File: config.mk
export PLATFORM = sky130hd
export DESIGN_NAME = spring_damper_smoother_flat
export DESIGN_NICKNAME = d
export VERILOG_FILES = /design/src/rtl/core/sds_pkg.sv /design/src/rtl/core/sds_in_if.sv /design/src/rtl/core/sds_out_if.sv /design/src/rtl/core/sds_seq.sv /design/src/rtl/core/sds_dp.sv /design/src/rtl/core/spring_damper_smoother.sv /design/src/flat_wrapper.sv
export VERILOG_INCLUDE_DIRS = /design/src /design/src/rtl/core
export SDC_FILE = /design/constraint.sdc
export NUM_CORES = 2
export LEC_CHECK = 0
export ABC_AREA = 1
export BUFFER_PORTS_ARGS = -buffer_cell sky130_fd_sc_hd__buf_2
export CAP_MARGIN = 20
export CORE_MARGIN = 2
export CORE_UTILIZATION = 60
export CTS_BUF_LIST = sky130_fd_sc_hd__clkbuf_4 sky130_fd_sc_hd__clkbuf_8
export DETAILED_ROUTE_END_ITERATION = 8
export PLACE_DENSITY = 0.92
export SYNTH_ARGS = -nofsm -noshare
export SYNTH_HDL_FRONTEND = slang
export SYNTH_SLANG_ARGS = --single-unit
File: constraint.sdc
create_clock -name clk_i -period 9.5 [get_ports clk_i]
set_clock_uncertainty 0.05 [all_clocks]
set_input_delay 1.9 -clock clk_i [delete_from_list [all_inputs] [get_ports clk_i]]
set_output_delay 1.9 -clock clk_i [all_outputs]
set_load 0.03 [all_outputs]
File: src/rtl/core/spring_damper_smoother_assert.svh
// ----------------------------------------------------------------------------
// spring damper smoother assertion macros
// concurrent checks clocked on clk_i, off while rst_ni is low
// ----------------------------------------------------------------------------
`ifndef SPRING_DAMPER_SMOOTHER_ASSERT_SVH
`define SPRING_DAMPER_SMOOTHER_ASSERT_SVH

// same-cycle implication
`define SDS_ASSERT_NOW(lbl, ante, cons, msg) \
  lbl: assert property (@(posedge clk_i) disable iff (!rst_ni) (ante) |-> (cons)) \
    else $error(msg);

// next-cycle implication
`define SDS_ASSERT_NEXT(lbl, ante, cons, msg) \
  lbl: assert property (@(posedge clk_i) disable iff (!rst_ni) (ante) |=> (cons)) \
    else $error(msg);

`endif

File: src/rtl/core/sds_pkg.sv
// ----------------------------------------------------------------------------
// sds_pkg
// types, constants, saturation and the microcode rom of the smoother
// ----------------------------------------------------------------------------
`timescale 1ns / 1ps

package sds_pkg;

  localparam int CFG_IDX_W  = 3;
  localparam int CFG_DATA_W = 32;
  localparam int PC_W       = 4;

  // register indexes
  localparam logic [CFG_IDX_W-1:0] REG_WRAP_MODE   = 3'd0;
  localparam logic [CFG_IDX_W-1:0] REG_SPRING_GAIN = 3'd1;
  localparam logic [CFG_IDX_W-1:0] REG_DAMPING     = 3'd2;
  localparam logic [CFG_IDX_W-1:0] REG_RANGE_MIN   = 3'd3;
  localparam logic [CFG_IDX_W-1:0] REG_RANGE_MAX   = 3'd4;

  localparam logic signed [31:0] Q_MAX = 32'sh7fff_ffff;
  localparam logic signed [31:0] Q_MIN = 32'sh8000_0000;
  localparam logic signed [47:0] WIDE_MAX = 48'sh0000_7fff_ffff;
  localparam logic signed [47:0] WIDE_MIN = 48'shffff_8000_0000;

  // register reset values, 1.0 gain and a two pi range
  localparam logic signed [31:0] RST_SPRING_GAIN = 32'sd65536;
  localparam logic signed [31:0] RST_RANGE_MAX   = 32'sd411775;

  typedef logic [PC_W-1:0] pc_t;

  typedef enum logic [3:0] {
    UOP_NOP,
    UOP_LIN_PREP,
    UOP_MUL_G,
    UOP_MUL_D,
    UOP_VSUM,
    UOP_MUL_T,
    UOP_LIN_RES,
    UOP_W_SPAN,
    UOP_W_OPND,
    UOP_W_ADD,
    UOP_W_FIX,
    UOP_W_LIM
  } uop_e;

  typedef enum logic [1:0] {
    COND_NEXT,
    COND_ALWAYS,
    COND_DT_ZERO,
    COND_WRAP
  } cond_e;

  typedef enum logic {
    SEQ_IDLE,
    SEQ_RUN
  } seq_state_e;

  typedef struct packed {
    uop_e  uop;
    cond_e cond;
    pc_t   target;
    logic  done;
  } ucode_t;

  typedef struct packed {
    logic load_in;
    logic load_out;
    uop_e uop;
  } ctrl_t;

  typedef struct packed {
    logic dt_zero;
    logic wrap;
  } flags_t;

  typedef struct packed {
    logic              wrap_mode;
    logic signed [31:0] spring_gain;
    logic signed [31:0] damping;
    logic signed [31:0] range_min;
    logic signed [31:0] range_max;
  } cfg_t;

  // program addresses
  localparam pc_t PC_ENTRY    = 4'd0;
  localparam pc_t PC_LIN_PREP = 4'd1;
  localparam pc_t PC_MUL_G    = 4'd2;
  localparam pc_t PC_MUL_D    = 4'd3;
  localparam pc_t PC_VSUM     = 4'd4;
  localparam pc_t PC_MUL_T    = 4'd5;
  localparam pc_t PC_LIN_RES  = 4'd6;
  localparam pc_t PC_W_SPAN   = 4'd7;
  localparam pc_t PC_W_OPND   = 4'd8;
  localparam pc_t PC_W_ADD    = 4'd9;
  localparam pc_t PC_W_FIX    = 4'd10;
  localparam pc_t PC_W_LIM    = 4'd11;
  localparam pc_t PC_FIN      = 4'd12;

  // saturate a wide signed value to q16.16
  function automatic logic signed [31:0] sat48(input logic signed [47:0] v);
    logic signed [31:0] r;
    if (v > WIDE_MAX) begin
      r = Q_MAX;
    end else if (v < WIDE_MIN) begin
      r = Q_MIN;
    end else begin
      r = v[31:0];
    end
    return r;
  endfunction

  // microcode rom
  function automatic ucode_t sds_rom(input pc_t pc);
    ucode_t w;
    case (pc)
      PC_ENTRY:    w = '{uop: UOP_NOP,      cond: COND_DT_ZERO, target: PC_FIN,    done: 1'b0};
      PC_LIN_PREP: w = '{uop: UOP_LIN_PREP, cond: COND_WRAP,    target: PC_W_SPAN, done: 1'b0};
      PC_MUL_G:    w = '{uop: UOP_MUL_G,    cond: COND_NEXT,    target: PC_ENTRY,  done: 1'b0};
      PC_MUL_D:    w = '{uop: UOP_MUL_D,    cond: COND_NEXT,    target: PC_ENTRY,  done: 1'b0};
      PC_VSUM:     w = '{uop: UOP_VSUM,     cond: COND_NEXT,    target: PC_ENTRY,  done: 1'b0};
      PC_MUL_T:    w = '{uop: UOP_MUL_T,    cond: COND_WRAP,    target: PC_W_ADD,  done: 1'b0};
      PC_LIN_RES:  w = '{uop: UOP_LIN_RES,  cond: COND_ALWAYS,  target: PC_FIN,    done: 1'b0};
      PC_W_SPAN:   w = '{uop: UOP_W_SPAN,   cond: COND_NEXT,    target: PC_ENTRY,  done: 1'b0};
      PC_W_OPND:   w = '{uop: UOP_W_OPND,   cond: COND_ALWAYS,  target: PC_MUL_G,  done: 1'b0};
      PC_W_ADD:    w = '{uop: UOP_W_ADD,    cond: COND_NEXT,    target: PC_ENTRY,  done: 1'b0};
      PC_W_FIX:    w = '{uop: UOP_W_FIX,    cond: COND_NEXT,    target: PC_ENTRY,  done: 1'b0};
      PC_W_LIM:    w = '{uop: UOP_W_LIM,    cond: COND_NEXT,    target: PC_ENTRY,  done: 1'b0};
      PC_FIN:      w = '{uop: UOP_NOP,      cond: COND_NEXT,    target: PC_ENTRY,  done: 1'b1};
      default:     w = '{uop: UOP_NOP,      cond: COND_ALWAYS,  target: PC_FIN,    done: 1'b0};
    endcase
    return w;
  endfunction

endpackage

File: src/rtl/core/sds_in_if.sv
// ----------------------------------------------------------------------------
// sds_in_if
// request channel: target and time step with valid and ready
// ----------------------------------------------------------------------------
`timescale 1ns / 1ps

interface sds_in_if;
  logic              valid;
  logic              ready;
  logic signed [31:0] target;
  logic [15:0]       time_step;

  modport source (output valid, output target, output time_step, input ready);
  modport sink   (input valid, input target, input time_step, output ready);
endinterface

File: src/rtl/core/sds_out_if.sv
// ----------------------------------------------------------------------------
// sds_out_if
// result channel: new value and velocity with valid and ready
// ----------------------------------------------------------------------------
`timescale 1ns / 1ps

interface sds_out_if;
  logic              valid;
  logic              ready;
  logic signed [31:0] new_value;
  logic signed [31:0] new_velocity;

  modport source (output valid, output new_value, output new_velocity, input ready);
  modport sink   (input valid, input new_value, input new_velocity, output ready);
endinterface

File: src/rtl/core/sds_seq.sv
// ----------------------------------------------------------------------------
// sds_seq
// step counter, microcode fetch, jumps and the request handshakes
// ----------------------------------------------------------------------------
`timescale 1ns / 1ps
`include "spring_damper_smoother_assert.svh"

module sds_seq (
  input  logic            clk_i,
  input  logic            rst_ni,
  input  logic            in_valid_i,
  output logic            in_ready_o,
  input  logic            out_ready_i,
  output logic            out_valid_o,
  input  sds_pkg::flags_t flags_i,
  output sds_pkg::ctrl_t  ctrl_o
);
  import sds_pkg::*;

  seq_state_e state_q, state_d;
  pc_t        pc_q, pc_d;
  logic       out_valid_q, out_valid_d;
  ucode_t     uw;
  logic       take;

  assign uw = sds_rom(pc_q);

  always_comb begin
    case (uw.cond)
      COND_NEXT:    take = 1'b0;
      COND_ALWAYS:  take = 1'b1;
      COND_DT_ZERO: take = flags_i.dt_zero;
      COND_WRAP:    take = flags_i.wrap;
      default:      take = 1'b0;
    endcase
  end

  always_comb begin
    state_d         = state_q;
    pc_d            = pc_q;
    in_ready_o      = 1'b0;
    ctrl_o.load_in  = 1'b0;
    ctrl_o.load_out = 1'b0;
    ctrl_o.uop      = UOP_NOP;
    case (state_q)
      SEQ_IDLE: begin
        in_ready_o = 1'b1;
        if (in_valid_i) begin
          ctrl_o.load_in = 1'b1;
          state_d        = SEQ_RUN;
          pc_d           = PC_ENTRY;
        end
      end
      SEQ_RUN: begin
        ctrl_o.uop = uw.uop;
        if (uw.done) begin
          // hand over once the result register is free
          if (!out_valid_q || out_ready_i) begin
            ctrl_o.load_out = 1'b1;
            state_d         = SEQ_IDLE;
          end
        end else begin
          pc_d = take ? uw.target : pc_q + pc_t'(1);
        end
      end
      default: state_d = SEQ_IDLE;
    endcase
    out_valid_d = ctrl_o.load_out | (out_valid_q & ~out_ready_i);
  end

  always_ff @(posedge clk_i or negedge rst_ni) begin
    if (!rst_ni) begin
      state_q     <= SEQ_IDLE;
      pc_q        <= PC_ENTRY;
      out_valid_q <= 1'b0;
    end else begin
      state_q     <= state_d;
      pc_q        <= pc_d;
      out_valid_q <= out_valid_d;
    end
  end

  assign out_valid_o = out_valid_q;

  `SDS_ASSERT_NEXT(a_start_at_entry, in_valid_i && in_ready_o,
                   state_q == SEQ_RUN && pc_q == PC_ENTRY,
                   "accepted request did not start the program at entry")
  `SDS_ASSERT_NEXT(a_run_to_end, state_q == SEQ_RUN && !uw.done,
                   state_q == SEQ_RUN,
                   "program left run before its final step")
  `SDS_ASSERT_NEXT(a_hold_when_full,
                   state_q == SEQ_RUN && uw.done && out_valid_q && !out_ready_i,
                   state_q == SEQ_RUN && $stable(pc_q),
                   "final step passed while the result register was full")

endmodule

File: src/rtl/core/sds_dp.sv
// ----------------------------------------------------------------------------
// sds_dp
// datapath: state, operands, shared multiplier, adders and result register
// ----------------------------------------------------------------------------
`timescale 1ns / 1ps
`include "spring_damper_smoother_assert.svh"

module sds_dp (
  input  logic               clk_i,
  input  logic               rst_ni,
  input  sds_pkg::ctrl_t     ctrl_i,
  input  sds_pkg::cfg_t      cfg_i,
  input  logic signed [31:0] target_i,
  input  logic [15:0]        time_step_i,
  output sds_pkg::flags_t    flags_o,
  output logic signed [31:0] new_value_o,
  output logic signed [31:0] new_velocity_o
);
  import sds_pkg::*;

  logic signed [31:0] target_q;
  logic [15:0]        dt_q;
  logic signed [31:0] cur_q, cur_d;
  logic signed [31:0] vel_q, vel_d;
  logic signed [31:0] a_q, a_d;
  logic signed [31:0] b_q, b_d;
  logic signed [31:0] acc_q, acc_d;
  logic signed [63:0] prod_q, prod_d;
  logic signed [32:0] span_q, span_d;
  logic [31:0]        dabs_q, dabs_d;
  logic               gt_q, gt_d;
  logic signed [31:0] vabs_q, vabs_d;
  logic signed [33:0] res_q, res_d;
  logic signed [31:0] out_value_q, out_vel_q;

  logic signed [31:0] mul_x, mul_y;
  logic signed [63:0] mul_p;
  logic signed [31:0] qprod, step32;
  logic signed [32:0] diff33, ndiff33;
  logic signed [34:0] twice35, span35;
  logic               far, up;
  logic signed [33:0] dabs34, dd34;
  logic signed [31:0] dsat, dneg;
  logic signed [47:0] vsum, rsum;
  logic signed [33:0] step34, spanx, nspan, stepc, maxx, minx;

  // shared multiplier operand select
  always_comb begin
    case (ctrl_i.uop)
      UOP_MUL_G: begin
        mul_x = a_q;
        mul_y = cfg_i.spring_gain;
      end
      UOP_MUL_D: begin
        mul_x = b_q;
        mul_y = cfg_i.damping;
      end
      default: begin
        mul_x = vel_q;
        mul_y = $signed({16'd0, dt_q});
      end
    endcase
  end

  assign mul_p  = mul_x * mul_y;
  // floor shift by 16 then saturate
  assign qprod  = sat48(prod_q[63:16]);
  assign step32 = prod_q[47:16];

  assign diff33  = $signed({target_q[31], target_q}) - $signed({cur_q[31], cur_q});
  assign ndiff33 = -diff33;

  // wrap operand shaping
  assign twice35 = $signed({2'b00, dabs_q, 1'b0});
  assign span35  = $signed({{2{span_q[32]}}, span_q});
  assign far     = twice35 > span35;
  assign up      = gt_q ? !far : far;
  assign dabs34  = $signed({2'b00, dabs_q});
  assign dd34    = far ? ($signed({span_q[32], span_q}) - dabs34) : dabs34;
  assign dsat    = sat48($signed({{14{dd34[33]}}, dd34}));
  assign dneg    = (dsat == Q_MIN) ? Q_MAX : -dsat;

  assign vsum = $signed({{16{acc_q[31]}}, acc_q}) + $signed({{16{qprod[31]}}, qprod});
  assign rsum = $signed({{16{cur_q[31]}}, cur_q}) + $signed({{16{step32[31]}}, step32});

  assign step34 = $signed({{2{step32[31]}}, step32});
  assign spanx  = $signed({span_q[32], span_q});
  assign nspan  = -spanx;
  assign stepc  = (step34 > spanx) ? spanx : ((step34 < nspan) ? nspan : step34);
  assign maxx   = $signed({{2{cfg_i.range_max[31]}}, cfg_i.range_max});
  assign minx   = $signed({{2{cfg_i.range_min[31]}}, cfg_i.range_min});

  always_comb begin
    cur_d  = cur_q;
    vel_d  = vel_q;
    a_d    = a_q;
    b_d    = b_q;
    acc_d  = acc_q;
    prod_d = prod_q;
    span_d = span_q;
    dabs_d = dabs_q;
    gt_d   = gt_q;
    vabs_d = vabs_q;
    res_d  = res_q;
    case (ctrl_i.uop)
      UOP_NOP: ;
      UOP_LIN_PREP: begin
        a_d = sat48($signed({{15{diff33[32]}}, diff33}));
        b_d = vel_q;
      end
      UOP_MUL_G: prod_d = mul_p;
      UOP_MUL_D: begin
        acc_d  = qprod;
        prod_d = mul_p;
      end
      UOP_VSUM:    vel_d  = sat48(vsum);
      UOP_MUL_T:   prod_d = mul_p;
      UOP_LIN_RES: cur_d  = sat48(rsum);
      UOP_W_SPAN: begin
        span_d = $signed({cfg_i.range_max[31], cfg_i.range_max})
               - $signed({cfg_i.range_min[31], cfg_i.range_min});
        dabs_d = diff33[32] ? ndiff33[31:0] : diff33[31:0];
        gt_d   = !diff33[32] && (diff33 != 33'sd0);
        vabs_d = (vel_q == Q_MIN) ? Q_MAX : (vel_q[31] ? -vel_q : vel_q);
      end
      UOP_W_OPND: begin
        a_d = up ? dsat : dneg;
        b_d = up ? vabs_q : -vabs_q;
      end
      UOP_W_ADD: res_d = $signed({{2{cur_q[31]}}, cur_q}) + stepc;
      UOP_W_FIX: begin
        // one correction across the range
        if (res_q > maxx) begin
          res_d = res_q - spanx;
        end else if (res_q < minx) begin
          res_d = res_q + spanx;
        end
      end
      UOP_W_LIM: begin
        if (span_q <= 33'sd0) begin
          cur_d = cfg_i.range_min;
        end else if (res_q > maxx) begin
          cur_d = cfg_i.range_max;
        end else if (res_q < minx) begin
          cur_d = cfg_i.range_min;
        end else begin
          cur_d = res_q[31:0];
        end
      end
      default: ;
    endcase
  end

  always_ff @(posedge clk_i or negedge rst_ni) begin
    if (!rst_ni) begin
      cur_q <= '0;
      vel_q <= '0;
    end else begin
      cur_q <= cur_d;
      vel_q <= vel_d;
    end
  end

  always_ff @(posedge clk_i) begin
    a_q    <= a_d;
    b_q    <= b_d;
    acc_q  <= acc_d;
    prod_q <= prod_d;
    span_q <= span_d;
    dabs_q <= dabs_d;
    gt_q   <= gt_d;
    vabs_q <= vabs_d;
    res_q  <= res_d;
    if (ctrl_i.load_in) begin
      target_q <= target_i;
      dt_q     <= time_step_i;
    end
    if (ctrl_i.load_out) begin
      out_value_q <= cur_q;
      out_vel_q   <= vel_q;
    end
  end

  assign flags_o.dt_zero = (dt_q == 16'd0);
  assign flags_o.wrap    = cfg_i.wrap_mode;
  assign new_value_o     = out_value_q;
  assign new_velocity_o  = out_vel_q;

  `SDS_ASSERT_NEXT(a_wrap_in_range,
                   ctrl_i.uop == UOP_W_LIM && span_q > 33'sd0 &&
                   cfg_i.range_max > cfg_i.range_min,
                   cur_q >= $past(cfg_i.range_min) && cur_q <= $past(cfg_i.range_max),
                   "wrapped value left the range")
  `SDS_ASSERT_NEXT(a_nop_keeps_state, ctrl_i.uop == UOP_NOP,
                   $stable(cur_q) && $stable(vel_q),
                   "state changed on an idle step")

endmodule

File: src/rtl/core/spring_damper_smoother.sv
// ----------------------------------------------------------------------------
// spring_damper_smoother
// spring damper smoothing of a q16.16 value with optional angle wrap
//
//   port     dir   request content                       handshake
//   in_i     in    target (s32 q16.16), time_step (u16)  valid / ready
//   out_o    out   new_value, new_velocity (s32 q16.16)  valid / ready
//   cfg_*    in    register index and 32 bit data        write enable only
//
// program: a request is taken, then the microcode runs on the single shared
//   32x32 multiplier; a zero time step jumps from entry to the final step,
//   wrap mode adds span, operand, add, fix and limit steps to linear mode;
//   requests wait for the end; one step per cycle unless the final step stalls
// reset: asynchronous active low; value and velocity clear to zero, registers
//   take their defaults (gain 1.0, range 0 to two pi)
// stalls: the result register frees the core, so the next request is taken
//   while a result waits; the final step holds only if a second result is due
// ----------------------------------------------------------------------------
`timescale 1ns / 1ps

module spring_damper_smoother (
  input  logic                           clk_i,
  input  logic                           rst_ni,
  sds_in_if.sink                         in_i,
  sds_out_if.source                      out_o,
  input  logic                           cfg_we_i,
  input  logic [sds_pkg::CFG_IDX_W-1:0]  cfg_idx_i,
  input  logic [sds_pkg::CFG_DATA_W-1:0] cfg_data_i
);
  import sds_pkg::*;

  cfg_t   cfg_q, cfg_d;
  ctrl_t  ctrl;
  flags_t flags;

  // configuration registers: user must write only between requests, not enforced
  always_comb begin
    cfg_d = cfg_q;
    if (cfg_we_i) begin
      case (cfg_idx_i)
        REG_WRAP_MODE:   cfg_d.wrap_mode   = cfg_data_i[0];
        REG_SPRING_GAIN: cfg_d.spring_gain = $signed(cfg_data_i);
        REG_DAMPING:     cfg_d.damping     = $signed(cfg_data_i);
        REG_RANGE_MIN:   cfg_d.range_min   = $signed(cfg_data_i);
        REG_RANGE_MAX:   cfg_d.range_max   = $signed(cfg_data_i);
        default: ;  // unused indexes are dropped
      endcase
    end
  end

  always_ff @(posedge clk_i or negedge rst_ni) begin
    if (!rst_ni) begin
      cfg_q.wrap_mode   <= 1'b0;
      cfg_q.spring_gain <= RST_SPRING_GAIN;
      cfg_q.damping     <= '0;
      cfg_q.range_min   <= '0;
      cfg_q.range_max   <= RST_RANGE_MAX;
    end else begin
      cfg_q <= cfg_d;
    end
  end

  // step counter and microcode rom; one datapath word per cycle unless stalled
  sds_seq u_seq (
    .clk_i       (clk_i),
    .rst_ni      (rst_ni),
    .in_valid_i  (in_i.valid),
    .in_ready_o  (in_i.ready),
    .out_ready_i (out_o.ready),
    .out_valid_o (out_o.valid),
    .flags_i     (flags),
    .ctrl_o      (ctrl)
  );

  // value and velocity state, shared multiplier, wrap logic, result register
  sds_dp u_dp (
    .clk_i          (clk_i),
    .rst_ni         (rst_ni),
    .ctrl_i         (ctrl),
    .cfg_i          (cfg_q),
    .target_i       (in_i.target),
    .time_step_i    (in_i.time_step),
    .flags_o        (flags),
    .new_value_o    (out_o.new_value),
    .new_velocity_o (out_o.new_velocity)
  );

endmodule
File: src/flat_wrapper.sv
// flat-port wrapper written by rule: the top's interface ports become plain ports
module spring_damper_smoother_flat import sds_pkg::*;
  (clk_i, rst_ni, cfg_we_i, cfg_idx_i, cfg_data_i, in_i_valid, in_i_target, in_i_time_step, in_i_ready, out_o_valid, out_o_new_value, out_o_new_velocity, out_o_ready);
  sds_in_if in_i_i ();
  sds_out_if out_o_i ();
  input  logic clk_i;
  input  logic rst_ni;
  input  logic cfg_we_i;
  input  logic [sds_pkg::CFG_IDX_W-1:0] cfg_idx_i;
  input  logic [sds_pkg::CFG_DATA_W-1:0] cfg_data_i;
  input wire logic [$bits(in_i_i.valid)-1:0] in_i_valid;
  input wire logic [$bits(in_i_i.target)-1:0] in_i_target;
  input wire logic [$bits(in_i_i.time_step)-1:0] in_i_time_step;
  output wire logic [$bits(in_i_i.ready)-1:0] in_i_ready;
  output wire logic [$bits(out_o_i.valid)-1:0] out_o_valid;
  output wire logic [$bits(out_o_i.new_value)-1:0] out_o_new_value;
  output wire logic [$bits(out_o_i.new_velocity)-1:0] out_o_new_velocity;
  input wire logic [$bits(out_o_i.ready)-1:0] out_o_ready;
  assign in_i_i.valid = in_i_valid;
  assign in_i_i.target = in_i_target;
  assign in_i_i.time_step = in_i_time_step;
  assign in_i_ready = in_i_i.ready;
  assign out_o_valid = out_o_i.valid;
  assign out_o_new_value = out_o_i.new_value;
  assign out_o_new_velocity = out_o_i.new_velocity;
  assign out_o_i.ready = out_o_ready;
  spring_damper_smoother u_core (.clk_i(clk_i), .rst_ni(rst_ni), .in_i(in_i_i), .out_o(out_o_i), .cfg_we_i(cfg_we_i), .cfg_idx_i(cfg_idx_i), .cfg_data_i(cfg_data_i));
endmodule
==> metrics.txt <==
post-route ant nets=0; reg-to-reg endpoint=u_core.u_dp.prod_q[62]; TritonCTS clock tree=done; Hold Path Sink=u_core.cfg_q[105]; Post-synth EDFFs=388; Reg clk slew, reported paths=60 ps; HPWL Detailed=260000 um; HP Start=u_core.cfg_q[105]; crit path max fanout=13; Post-DP Area=0.0860 mm2; final hold violations=0; CTS buffer count=104; design area=0.0889 mm2; FP Rows=135; CP dominant cell by count=fa_1; relative slew slack=13.9%; Avg WL per Cell=25.7 um; synth top area cells=fa_1, edfxtp_1, nand2_1, ha_1, inv_1; critical register-to-register path startpoint=u_core.u_seq.pc_q[2]; DR vias=76600; cell taking the most area after synthesis=fa_1; setup slack, reg-to-reg=240 ps; Worst EP arrival=9780 ps; slew of the pin with the lowest slew margin=1280 ps; Synth Flop Type=edfxtp_1; WP data required=10020 ps; Gate Count Post-Synth=10200; Synth Area per Inst=7.96 um2; Layout area overhead=9.03%; max cap viols=0; IO Pins=154; Layout fillers=11200; initial antenna violation count=30; Yosys cell types=68; largest net degree at the start of global routing=81; Die Wd=373 um; Synth Register Bits=587; Hold Crit Class=reg -> reg; CTS root buffer=clkbuf_8; Initial DRC Count=10800; Post-synth ARST share=33.9%; I/O Buffers=153; CP Launch Type=flop; sequential area share after synthesis=20.4%; mapped cell area=0.0815 mm2; share of cells above drive strength 1=8.20%; vias in the first global route=75700; via/cell ratio=6.18; die area=0.139 mm2; gpl congestion=1.06; die height=373 um; crit path kind=reg -> reg; initial core utilization=60.3%; Min-Delay Path Depth=2; NumNets Final=12300; H-Tree Depth=3; critical path's largest stage delay=580 ps; max frequency=108 MHz; Final Max Tran Viols=0; Crit-path slowest cell=fa_1; final period utilization=97.5%; GRT Util Overall=45.7%; gr ovfl total=0; Worst Path Buf+Inv=8; Syn Nets=12000; CP delay by family, top=adder cells; first-pass iteration count of the detailed router=7; worst skew pair latency=870 ps; YS warnings=0; clock sink count=587; first-pass GRT wire length=471000 um; status=finished clean; RSZ-0062 raised after global routing=yes; Core Box Area=0.135 mm2; clock buffer depth=3; Setup Viol. Count Final=0; Reg2Reg Depth=35; post-synth top area share=26.7%; CP endpoint kind=flop; DRT Wirelength=318000 um; post-layout min period=9260 ps; drc violations=0
[layer usage]
layer,track usage (%),wire length (um),part of all wire (%)
met5,0,214,0.067
met4,24.5,21100,6.6
met3,15.6,46300,15
met2,66.2,133000,42
met1,60.4,118000,37
[layout by cell type, fill, tap and decap left out, drive strengths merged, types with 6 or more instances in the layout]
cell type | Yosys | final
a211oi | 13 | 13
a21boi | 26 | 26
a21o | 12 | 12
a21oi | 571 | 571
a221o | 30 | 30
a221oi | 7 | 7
a22oi | 44 | 44
a31oi | 40 | 40
buf | 48 | 487
bufinv | 0 | 14
clkbuf | 285 | 146
clkinv | 17 | 41
clkinvlp | 0 | 17
dfrtp | 187 | 187
dfstp | 12 | 12
diode | 0 | 12
edfxtp | 388 | 388
fa | 1088 | 1088
ha | 582 | 582
inv | 1902 | 1904
nand2 | 2090 | 2090
nand3 | 272 | 272
nand3b | 19 | 19
nand4 | 114 | 114
nor2 | 1121 | 1121
nor3 | 85 | 85
nor4 | 51 | 51
o2111ai | 9 | 9
o211ai | 28 | 28
o21a | 33 | 33
o21ai | 752 | 752
o21bai | 29 | 29
o221ai | 10 | 10
o22ai | 26 | 26
o31ai | 6 | 6
or2 | 12 | 12
xnor2 | 81 | 81
xor2 | 233 | 233
[registers in the layout, indices dropped and copies added, names as in the netlist]
signal / cells
u_core.u_dp.new_velocity_o: 32
u_core.u_dp.a_q: 32
u_core.u_seq.pc_q: 4
u_core.u_dp.res_q: 34
u_core.u_dp.prod_q: 48
u_core.u_dp.target_q: 32
u_core.u_dp.acc_q: 32
u_core.u_dp.gt_q: 1
u_core.u_seq.state_q: 1
u_core.cfg_q: 129
u_core.u_dp.new_value_o: 32
u_core.u_dp.b_q: 32
u_core.u_seq.out_valid_o: 1
u_core.u_dp.dabs_q: 32
u_core.u_dp.cur_q: 32
u_core.u_dp.vabs_q: 32
u_core.u_dp.vel_q: 32
u_core.u_dp.dt_q: 16
u_core.u_dp.span_q: 33
[worst min-delay path, cell delays in order, from the launching register on]
cell and delay [ps]:
dfrtp_1 340, nand2_1 50, o21ai_0 60
[kinds of logic (layout without fill, tap and decap cells)]
| logic type | after synthesis | count (layout) | synth area share, % |
|---|---|---|---|
| AND/OR/NAND/NOR | 3775 | 3775 | 18.8 |
| AO/OA/AOI/OAI | 1647 | 1647 | 11.3 |
| other | 0 | 12 | 0 |
| buffers and inverters | 2252 | 2609 | 10.5 |
| XOR/XNOR | 314 | 314 | 3.37 |
| flip-flops | 587 | 587 | 20.4 |
| adder cells (fa/ha/maj) | 1670 | 1670 | 35.6 |
[through the flow]
stage / setup slack, ps / utilization [%] / std cells / hold slack [ps] / setup TNS (ps)
final: 235 / 65.8 / 12400 / 437 / 0
after floorplan: 129 / - / 10200 / 373 / 0
after global placement: 47.4 / 63.6 / 12200 / 420 / 0
after global routing: -61.1 / 65.8 / 12400 / 454 / -233
after detailed placement: 92.6 / 63.6 / 12200 / 423 / 0
after CTS: 87.7 / 65.4 / 12400 / 439 / 0
[worst max-delay path by stage]
| stage | startpoint | endpoint | slack, ps | depth (start not counted) |
|---|---|---|---|---|
| detailed placement | u_core.u_seq.pc_q[2] | u_core.u_dp.prod_q[60] | 90 | 29 |
| finish | u_core.u_seq.pc_q[2] | u_core.u_dp.prod_q[62] | 240 | 35 |
| global placement | u_core.u_seq.pc_q[3] | u_core.u_dp.prod_q[60] | 50 | 30 |
| global route | u_core.u_seq.pc_q[2] | u_core.u_dp.prod_q[60] | -60 | 32 |
| CTS | u_core.u_seq.pc_q[2] | u_core.u_dp.prod_q[60] | 90 | 29 |
| floorplan | u_core.u_seq.pc_q[2] | u_core.u_dp.prod_q[61] | 130 | 35 |
[area by class of cell]
type                       instances  area (um2)  area share (%)
antenna                           12        30.0          0.0338
clock buffer                     141        1760            1.98
clock inverter                    56         697           0.784
inverter                        1919        7250            8.15
multi-input combinational       7406       56700            63.8
sequential                       587       16600            18.7
tap                             1781        2230            2.51
timing repair buffer             492        3610            4.06
timing repair inverter             1        5.00         0.00563
[what timing repair did]
action	CTS	global route
setup buffers	0	25
gates resized for setup	0	44
setup endpoints to repair	0	24
hold buffers	0	0
[Yosys cell counts (81+ instances only)]
cell type and instances:
a21oi_1 567, inv_1 1892, ha_1 582, xor2_1 233
o21ai_0 711, fa_1 1088, nand2_1 2068, clkbuf_1 285
nor2_1 1101, nor3_1 85, dfrtp_1 187, xnor2_1 81
nand3_1 267, nand4_1 114, edfxtp_1 388
Power is not shown: default switching activity piles up to over one toggle a cycle in this logic, so the estimate is an artifact.
